==> src/rtl/stdc_pkg.sv <==
// Shared constants, types and helper functions of the sorted triple degree counter.
package stdc_pkg;

  // Width of every key and count field on the ports.
  localparam int unsigned FieldWidth  = 32;
  // Significant key bits and counter width of the design.
  localparam int unsigned KeyWidth    = 32;
  localparam int unsigned CountWidth  = 32;
  localparam int unsigned KeyCmpWidth = (KeyWidth < FieldWidth) ? KeyWidth : FieldWidth;

  // Result queue geometry.
  localparam int unsigned QueueDepth  = 4;
  localparam int unsigned QueuePtrW   = $clog2(QueueDepth);
  localparam int unsigned QueueCntW   = $clog2(QueueDepth + 1);

  // Result kinds.
  localparam logic KindGroup = 1'b0;
  localparam logic KindRun   = 1'b1;

  typedef logic [KeyCmpWidth-1:0] key_t;
  typedef logic [CountWidth-1:0]  count_t;

  typedef struct packed {
    logic                  kind;
    logic [FieldWidth-1:0] group_degree;
    logic [FieldWidth-1:0] run_degree;
    logic [FieldWidth-1:0] distinct_second;
    logic                  last_result;
  } res_t;

  // Words that one accepted triple pushes into the result queue, in order.
  typedef struct packed {
    logic [1:0] num;
    res_t       first;
    res_t       second;
  } push_t;

  function automatic logic [FieldWidth-1:0] count_to_field(input count_t c);
    logic [63:0] wide;
    wide = 64'(c);
    return wide[FieldWidth-1:0];
  endfunction

  function automatic count_t sat_inc(input count_t c);
    return (c == '1) ? c : c + count_t'(1);
  endfunction

endpackage

==> src/rtl/sorted_triple_degree_counter_unit.sv <==
// Top level of the sorted triple degree counter.
// Takes one sorted (first, second, third) key triple per cycle and reports, per
// first-key group, the distinct triple count, the length of each run of equal
// second keys and the number of distinct second keys. A triple makes zero, one
// or two result words; they enter a four-word result queue in the same cycle the
// triple is accepted and can leave it on the next cycle. The input is ready
// whenever the queue has room for two words, so the block sustains one triple
// per clock as long as the output drains at least as many words as arrive;
// with a stalled output, in_ready drops once three or four words are waiting.
module sorted_triple_degree_counter_unit (
  input  logic                            clk_i,
  input  logic                            rst_ni,
  input  logic                            in_valid_i,
  output logic                            in_ready_o,
  input  logic [stdc_pkg::FieldWidth-1:0] first_key_i,
  input  logic [stdc_pkg::FieldWidth-1:0] second_key_i,
  input  logic [stdc_pkg::FieldWidth-1:0] third_key_i,
  input  logic                            end_of_stream_i,
  output logic                            out_valid_o,
  input  logic                            out_ready_i,
  output logic                            kind_o,
  output logic [stdc_pkg::FieldWidth-1:0] group_degree_o,
  output logic [stdc_pkg::FieldWidth-1:0] run_degree_o,
  output logic [stdc_pkg::FieldWidth-1:0] distinct_second_o,
  output logic                            last_result_o
);
  import stdc_pkg::*;

  logic  accept;
  push_t push;
  res_t  head;

  assign accept = in_valid_i && in_ready_o;

  stdc_core u_core (
    .clk_i          (clk_i),
    .rst_ni         (rst_ni),
    .accept_i       (accept),
    .first_key_i    (first_key_i),
    .second_key_i   (second_key_i),
    .third_key_i    (third_key_i),
    .end_of_stream_i(end_of_stream_i),
    .push_o         (push)
  );

  stdc_queue u_queue (
    .clk_i  (clk_i),
    .rst_ni (rst_ni),
    .push_i (push),
    .pop_i  (out_valid_o && out_ready_i),
    .room_o (in_ready_o),
    .valid_o(out_valid_o),
    .data_o (head)
  );

  assign kind_o            = head.kind;
  assign group_degree_o    = head.group_degree;
  assign run_degree_o      = head.run_degree;
  assign distinct_second_o = head.distinct_second;
  assign last_result_o     = head.last_result;

endmodule

==> src/rtl/stdc_core.sv <==
// Per-triple state update and result word generation.
module stdc_core (
  input  logic                                clk_i,
  input  logic                                rst_ni,
  input  logic                                accept_i,
  input  logic [stdc_pkg::FieldWidth-1:0]     first_key_i,
  input  logic [stdc_pkg::FieldWidth-1:0]     second_key_i,
  input  logic [stdc_pkg::FieldWidth-1:0]     third_key_i,
  input  logic                                end_of_stream_i,
  output stdc_pkg::push_t                     push_o
);
  import stdc_pkg::*;

  logic   have_q, have_d;
  key_t   prev_first_q, prev_first_d;
  key_t   prev_second_q, prev_second_d;
  key_t   prev_third_q, prev_third_d;
  count_t group_q, group_d;
  count_t run_q, run_d;
  count_t distinct_q, distinct_d;

  key_t   key_a, key_b, key_c;
  logic   same_first, same_second, is_dup;
  logic   trig_v;
  res_t   trig_res, flush_res;
  count_t upd_group, upd_run, upd_distinct;

  assign key_a = first_key_i[KeyCmpWidth-1:0];
  assign key_b = second_key_i[KeyCmpWidth-1:0];
  assign key_c = third_key_i[KeyCmpWidth-1:0];

  assign same_first  = (key_a == prev_first_q);
  assign same_second = (key_b == prev_second_q);
  assign is_dup      = have_q && same_first && same_second && (key_c == prev_third_q);

  always_comb begin
    have_d        = have_q;
    prev_first_d  = prev_first_q;
    prev_second_d = prev_second_q;
    prev_third_d  = prev_third_q;
    upd_group     = group_q;
    upd_run       = run_q;
    upd_distinct  = distinct_q;
    trig_v        = 1'b0;
    trig_res      = '0;

    if (!have_q || !same_first) begin
      // A new first key closes the open group (if any) and opens another.
      if (have_q) begin
        trig_v                   = 1'b1;
        trig_res.kind            = KindGroup;
        trig_res.group_degree    = count_to_field(group_q);
        trig_res.run_degree      = count_to_field(run_q);
        trig_res.distinct_second = count_to_field(distinct_q);
      end
      have_d        = 1'b1;
      prev_first_d  = key_a;
      prev_second_d = key_b;
      prev_third_d  = key_c;
      upd_group     = count_t'(1);
      upd_run       = count_t'(1);
      upd_distinct  = count_t'(1);
    end else if (!is_dup) begin
      upd_group = sat_inc(group_q);
      if (!same_second) begin
        trig_v              = 1'b1;
        trig_res.kind       = KindRun;
        trig_res.run_degree = count_to_field(run_q);
        upd_distinct        = sat_inc(distinct_q);
        upd_run             = count_t'(1);
      end else begin
        upd_run = sat_inc(run_q);
      end
      prev_second_d = key_b;
      prev_third_d  = key_c;
    end
    trig_res.last_result = !end_of_stream_i;

    group_d    = upd_group;
    run_d      = upd_run;
    distinct_d = upd_distinct;

    flush_res.kind            = KindGroup;
    flush_res.group_degree    = count_to_field(upd_group);
    flush_res.run_degree      = count_to_field(upd_run);
    flush_res.distinct_second = count_to_field(upd_distinct);
    flush_res.last_result     = 1'b1;

    // The end-of-stream flush returns everything to the reset state.
    if (end_of_stream_i) begin
      have_d        = 1'b0;
      prev_first_d  = '0;
      prev_second_d = '0;
      prev_third_d  = '0;
      group_d       = '0;
      run_d         = '0;
      distinct_d    = '0;
    end

    push_o.num    = accept_i ? ({1'b0, trig_v} + {1'b0, end_of_stream_i}) : 2'd0;
    push_o.first  = trig_v ? trig_res : flush_res;
    push_o.second = flush_res;
  end

  always_ff @(posedge clk_i or negedge rst_ni) begin
    if (!rst_ni) begin
      have_q        <= 1'b0;
      prev_first_q  <= '0;
      prev_second_q <= '0;
      prev_third_q  <= '0;
      group_q       <= '0;
      run_q         <= '0;
      distinct_q    <= '0;
    end else if (accept_i) begin
      have_q        <= have_d;
      prev_first_q  <= prev_first_d;
      prev_second_q <= prev_second_d;
      prev_third_q  <= prev_third_d;
      group_q       <= group_d;
      run_q         <= run_d;
      distinct_q    <= distinct_d;
    end
  end

endmodule

==> src/rtl/stdc_queue.sv <==
// Small result queue that takes up to two words per cycle and hands out one.
module stdc_queue (
  input  logic            clk_i,
  input  logic            rst_ni,
  input  stdc_pkg::push_t push_i,
  input  logic            pop_i,
  output logic            room_o,
  output logic            valid_o,
  output stdc_pkg::res_t  data_o
);
  import stdc_pkg::*;

  res_t                 mem_q [QueueDepth];
  logic [QueuePtrW-1:0] wr_ptr_q, wr_ptr_d;
  logic [QueuePtrW-1:0] rd_ptr_q, rd_ptr_d;
  logic [QueueCntW-1:0] cnt_q, cnt_d;
  logic [QueuePtrW-1:0] wr_ptr_nxt;

  assign wr_ptr_nxt = wr_ptr_q + QueuePtrW'(1);
  assign valid_o    = (cnt_q != '0);
  assign data_o     = mem_q[rd_ptr_q];
  // Room for the largest burst one triple can cause.
  assign room_o     = (cnt_q <= QueueCntW'(QueueDepth - 2));

  always_comb begin
    wr_ptr_d = wr_ptr_q + QueuePtrW'(push_i.num);
    rd_ptr_d = rd_ptr_q + QueuePtrW'(pop_i);
    cnt_d    = cnt_q + QueueCntW'(push_i.num) - QueueCntW'(pop_i);
  end

  always_ff @(posedge clk_i or negedge rst_ni) begin
    if (!rst_ni) begin
      wr_ptr_q <= '0;
      rd_ptr_q <= '0;
      cnt_q    <= '0;
    end else begin
      wr_ptr_q <= wr_ptr_d;
      rd_ptr_q <= rd_ptr_d;
      cnt_q    <= cnt_d;
    end
  end

  always_ff @(posedge clk_i) begin
    if (push_i.num != 2'd0) begin
      mem_q[wr_ptr_q] <= push_i.first;
    end
    if (push_i.num == 2'd2) begin
      mem_q[wr_ptr_nxt] <= push_i.second;
    end
  end

endmodule

==> config.mk <==
export PLATFORM = sky130hd
export DESIGN_NAME = sorted_triple_degree_counter_unit
export DESIGN_NICKNAME = d
export VERILOG_FILES = /design/src/rtl/stdc_pkg.sv /design/src/rtl/sorted_triple_degree_counter_unit.sv /design/src/rtl/stdc_core.sv /design/src/rtl/stdc_queue.sv
export SDC_FILE = /design/constraint.sdc
export NUM_CORES = 1
export LEC_CHECK = 0
export BUFFER_PORTS_ARGS = -buffer_cell sky130_fd_sc_hd__buf_2
export CAP_MARGIN = 20
export CELL_PAD_IN_SITES_DETAIL_PLACEMENT = 0
export CELL_PAD_IN_SITES_GLOBAL_PLACEMENT = 1
export CORE_UTILIZATION = 49
export DETAILED_ROUTE_END_ITERATION = 8
export GPL_TIMING_DRIVEN = 0
export MAX_ROUTING_LAYER = met4
export PLACE_DENSITY = 0.83
export SLEW_MARGIN = 5
export SYNTH_ARGS = -nofsm -noshare
export SYNTH_HDL_FRONTEND = slang
export SYNTH_SLANG_ARGS = --single-unit
==> constraint.sdc <==
create_clock -name clk_i -period 6.8 [get_ports clk_i]
set_clock_uncertainty 0.15 [all_clocks]
set_input_delay 0.68 -clock clk_i [delete_from_list [all_inputs] [get_ports clk_i]]
set_output_delay 0.68 -clock clk_i [all_outputs]
set_load 0.005 [all_outputs]
## After elaboration in Yosys (flattened, before gate mapping)

Memory sizes are Yosys's and may differ from the RTL's.
Index checks and enable logic that the tools add are counted.
Widths: inputs -> output; s select.

- Flip-flop bits (word level): 200
- RAM bits: 392
- Input bits: 101
- Output and inout bits: 100
- Memories: 1

Memories:

| name | words | width | rd ports | clocked after memory_dff | wr ports | line | source |
|---|---|---|---|---|---|---|---|
| u_queue.mem_q | 4 | 98 | 1 | 0 | 2 | stdc_queue.sv:13 | `res_t mem_q [QueueDepth];` |

- Add/subtract/negate cells: 9
- Order comparisons: 1
- Equal/unequal tests: 8
- Mux-type cells: 41
- Reduce and logical (&&, ||, !) cells: 14

Operators with widths:

| kind | count |
|---|---|
| $mux 32 | 27 |
| $mux 98 | 1 |
| $add 32x1->32 const B | 3 |
| $eq 32x32->1 | 3 |
| $eq 32x32->1 const B | 3 |
| $mux 96 | 1 |
| $mux 1 | 11 |
| $logic_and 1x1->1 | 5 |
| $reduce_and 2->1 | 2 |
| $reduce_bool 2->1 | 2 |
| $add 3x2->3 | 1 |
| $le 3x2->1 const B | 1 |
| $logic_not 1->1 | 3 |
| $ne 3x3->1 const B | 1 |
| $reduce_bool 3->1 | 1 |
| $sub 3x1->3 | 1 |
| $add 1x1->2 | 1 |
| $add 2x1->2 | 1 |
| $add 2x1->2 const B | 1 |
| $add 2x2->2 | 1 |
| $eq 2x2->1 const B | 1 |
| $mux 2 | 1 |
| $logic_or 1x1->1 | 1 |

## Logic depth before layout (Yosys ltp)

- Depth after elaboration: 11
- Mapped depth: 18
- Depth with buffers taken out: 14

## Hierarchy

Synthesis repeated with hierarchy kept, for this count alone.

- Cell total of the unflattened synthesis: 2584
- Area total of the unflattened synthesis: 32710.1 µm²

Modules (own cells, without submodules):

| module | times used | cells each | area an instance (µm²) | sequential area each (µm²) |
|---|---|---|---|---|
| stdc_queue | 1 | 986 | 19178.4 | 11946.5 |
| stdc_core | 1 | 1596 | 13519.2 | 4829.6 |
| sorted_triple_degree_counter_unit | 1 | 2 | 12.5 | 0.0 |

## Worst setup path before layout

Ideal clock, no wire load.

- Path type: input-to-reg
- Start: in second_key_i[23] in the netlist's numbering
- End: mem u_queue.mem_q[3][79] in the netlist's numbering (data pin)
- Setup time: 0.152 ns
- Arrival time: 5.636 ns
- Data required time: 6.498 ns
- Slack: 0.862 ns
- Stages on the path: 18
- Buffers on the path: 4
- Path through: xor2_1 > nor4_1 > nand4_1 > o41ai_2 > buf_4 > inv_2 > buf_2 > ha_1 > buf_2 > o211ai_1 > nor2_1 > nor2_1 > inv_2 > o21ai_1 > nor2_2 > buf_2 > a31oi_1 > a31oi_1

RTL lines:

| element | line | source |
|---|---|---|
| start: declaration | sorted_triple_degree_counter_unit.sv:16 | `input logic [stdc_pkg::FieldWidth-1:0] second_key_i,` |
| end: declaration | stdc_queue.sv:13 |  |

==> reports/results.tsv <==
metric	value	unit
outcome	finished with violations	
failing checks	DRC	
Max Fclk	150	MHz
worst skew pair latency	0.62	ns
CTS tree	built	
ys flop type	edfxtp_1	
GRT Total Usage	40.2	%
core area	0.0661	mm^2
Max Slew Vio Count	0	
adder-cell share of the synthesized area	0.403	%
final wirelength	135000	um
crit-path cells	xor2_1 > nor4_1 > nand4_1 > buf_4 > o41ai_2 > buf_4 > inv_2 > buf_2 > ha_1 > buf_2 > o211ai_1 > buf_4 > nor2_4 > nor2_2 > bufinv_16 > buf_16 > o21ai_1 > buf_4 > nor2_2 > buf_2 > a21oi_1 > a31oi_1	
combinational family with the most area after synthesis	compound AO/OA/AOI/OAI gates	
Critical-path top delay cell	nor4_1	
Final Critical Period	6.68	ns
I/O pin total	201	
Synth Cell Area	0.0329	mm^2
routed len/inst	30.5	um
crit path max fanout	50	
GR Overflow Total	0	
Placer Congestion	0.999	
DP Area	0.0354	mm^2
Die W	261	um
Num CTS Buffers	67	
ys async rst share	33.8	%
Starting Density	49.8	%
Post-Synth XOR/XNOR Area	3.35	%
Worst Setup Start Kind	flip-flop	
Syn Area/Cell	10.3	um^2
Worst EP arrival	6.98	ns
crit end category	flip-flop	
Most Frequent Cell on Critical Path	buf_4	
antenna fix cells	0	
area delta synth->final	15.3	%
first-pass GRT wire length	193000	um
Slew headroom	13.5	%
HP Class	in2reg	
simple-gate share of the synthesized area	14.6	%
fin cells	4418	
EDFF count, synth	384	
Final WS setup	0.123	ns
row cnt	94	
Tightest Pin Transition	1.29	ns
Yosys cell types	86	
Die Area	0.0682	mm^2
share of layout cells above drive strength 1	17.2	%
CP max stage delay	0.50	ns
DRC	10	
Worst Hold Margin	0.150	ns
MaxCap Viol Count	0	
Syn Nets	3301	
Inst Count DP	4279	
DP Wirelength	94700	um
Pleak	13.2	nW
Final Cycle Share	98.2	%
largest net degree at the start of global routing	81	
pre-CTS setup slack	-1.58	ns
Internal	0.00819	W
combinational power share	29.7	%
Peak VDD IR	0.000215	V
net switching power	0.00413	W
initial antenna violation count	1	
Synth Register Bits	592	
Compound-Gate Fraction of Synth Area	19.7	%
root buf cell	clkbuf_16	
Final Hold Viols	0	
P per Cell Area	325	mW/mm^2
CP Class	reg2reg	
post-route cell area	0.0379	mm^2
yosys warns	0	
Reg power frac	39.2	%
most frequent cells in the layout	nand2_1 (421), edfxtp_1 (384), o21ai_0 (317)	
switch share	33.5	%
clk sink count	592	
Post-Synthesis Cells	3190	
register area share after synthesis	50.8	%
clock-pin slew on the worst setup and hold paths	0.06	ns
mux cell area share after synthesis	6.98	%
routed vias/inst	6.87	
Critical Path RT	7.10	ns
vias in the first global route	28700	
number of port buffers	200	
Post-DRT Antenna Nets	0	
initial DRC count	4090	
clock share of power	31.1	%
H-tree depth	3	
total number of vias	30300	
# setup viols final	0	
commonest non-fill, non-tap cell in the layout	nand2_1	
clock tree buffer depth	3	
nets	3611	
TritonRoute pass-1 iters	9	
Die Y	261	um
flip-flops by register name, summed over array words and instances (netlist names):
register,count
u_queue.cnt_q,3
u_core.run_q,32
u_core.prev_first_q,32
u_core.distinct_q,32
u_core.group_q,32
u_queue.rd_ptr_q,2
u_core.have_q,1
u_core.prev_second_q,32
u_core.prev_third_q,32
u_queue.mem_q,392
u_queue.wr_ptr_q,2
metrics by stage:
step / total power [W] / util [%] / setup TNS [ns]
final: 0.0123 / 57.4 / 0
after global routing: 0.0127 / 57.4 / -0.0253
after CTS: 0.0122 / 57.1 / 0
after detailed placement: 0.00843 / 53.5 / -238.22
after global placement: 0.00826 / 52.9 / -1030.62
after floorplan: 0.00683 / - / 0
final cells by class:
type / count / area (um^2)
timing repair inverter: 1 / 8.76
inverter: 30 / 180
buffer: 295 / 1290
multi-input combinational: 2273 / 14900
clock buffer: 89 / 1890
clock inverter: 34 / 387
timing repair buffer: 240 / 1500
fill: 5651 / 28200
tap: 864 / 1080
sequential: 592 / 16700
Yosys cell counts (all sizes together), types with 9 or more instances:
master   instances  area share [%]
a21oi          186             2.9
a211oi          14            0.37
or3             31            0.60
a2111oi         10            0.46
o21ai          358             5.5
nand4           35            0.67
and2            25            0.48
xnor2           19            0.51
nor3            57             1.0
clkbuf         196             2.3
nand2b          14            0.27
edfxtp         384              35
a21o            16            0.37
and3            35            0.71
a31oi          123             2.3
xor2           107             2.8
o21a            12            0.27
o22ai           14            0.27
buf             99             1.6
mux4            98             6.7
dfrtp          200              15
nand2          424             4.9
nand3           87             1.4
mux2i            9            0.27
a22oi           16            0.37
nor4            38            0.84
inv             29            0.33
nor2           201             2.3
and4            17            0.47
a22o            86             2.3
o31ai          158             3.6
ha               9            0.34
or4             10            0.24
power groups by stage:
stage | Clock (W) | Sequential (W) | Combinational, W
CTS | 0.00384 | 0.00483 | 0.00356
floorplan | 0 | 0.00481 | 0.00202
global route | 0.00396 | 0.00489 | 0.00387
detailed placement | 0 | 0.00489 | 0.00353
global placement | 0 | 0.00487 | 0.00339
finish | 0.00383 | 0.00483 | 0.00366
worst paths after layout:
path | start | end | slack, ns | depth (start not counted)
min | second_key_i[11] | u_core.prev_second_q[11] | 0.15 | 3
max in group asynchronous | rst_ni | u_core.group_q[5] | 5.22 | 3
max | u_core.prev_first_q[15] | u_queue.mem_q[3][87] | 0.12 | 22
min reg2reg | u_queue.mem_q[2][97] | u_queue.mem_q[2][97] | 0.31 | 2
min in group asynchronous | rst_ni | u_core.prev_first_q[15] | 0.42 | 2
max reg2reg | u_core.prev_first_q[15] | u_queue.mem_q[3][87] | 0.12 | 22
critical path: cells and delay by family, from the launching register on:
| family | cells | cell delay (ns) |
|---|---|---|
| compound gates | 5 | 1.29 |
| xor+xnor | 1 | 0.16 |
| fa+ha+maj | 1 | 0.29 |
| buf+inv | 10 | 2.73 |
| flops | 1 | 0.38 |
| simple gates | 5 | 1.45 |
per-layer routing:
layer | track usage [%] | routed length (um) | part of all wire (%)
met4 | 17.8 | 6840 | 5.1
met1 | 53.2 | 51900 | 39
met3 | 9.60 | 17300 | 13
met5 | - | 0 | 0
met2 | 58.7 | 58800 | 44
kinds of logic (layout without fill, tap and decap cells):
family | count (synthesis) | after routing
XOR/XNOR | 126 | 126
buffers and inverters | 325 | 689
flip-flops | 592 | 592
AO/OA/AOI/OAI | 1028 | 1028
AND/OR/NAND/NOR | 1002 | 1002
multiplexers | 107 | 107
adder cells (fa/ha/maj) | 10 | 10
repair_timing:
| item | in CTS | in global routing |
|---|---|---|
| hold endpoints to repair | 52 | 0 |
| setup buffers | 5 | 3 |
| hold buffers | 1 | 0 |
| pin swaps | 4 | 2 |
| gates resized for setup | 19 | 16 |
| setup endpoints to repair | 165 | 98 |
| cloned | 0 | 1 |
Power figures use the tool's default switching activity.
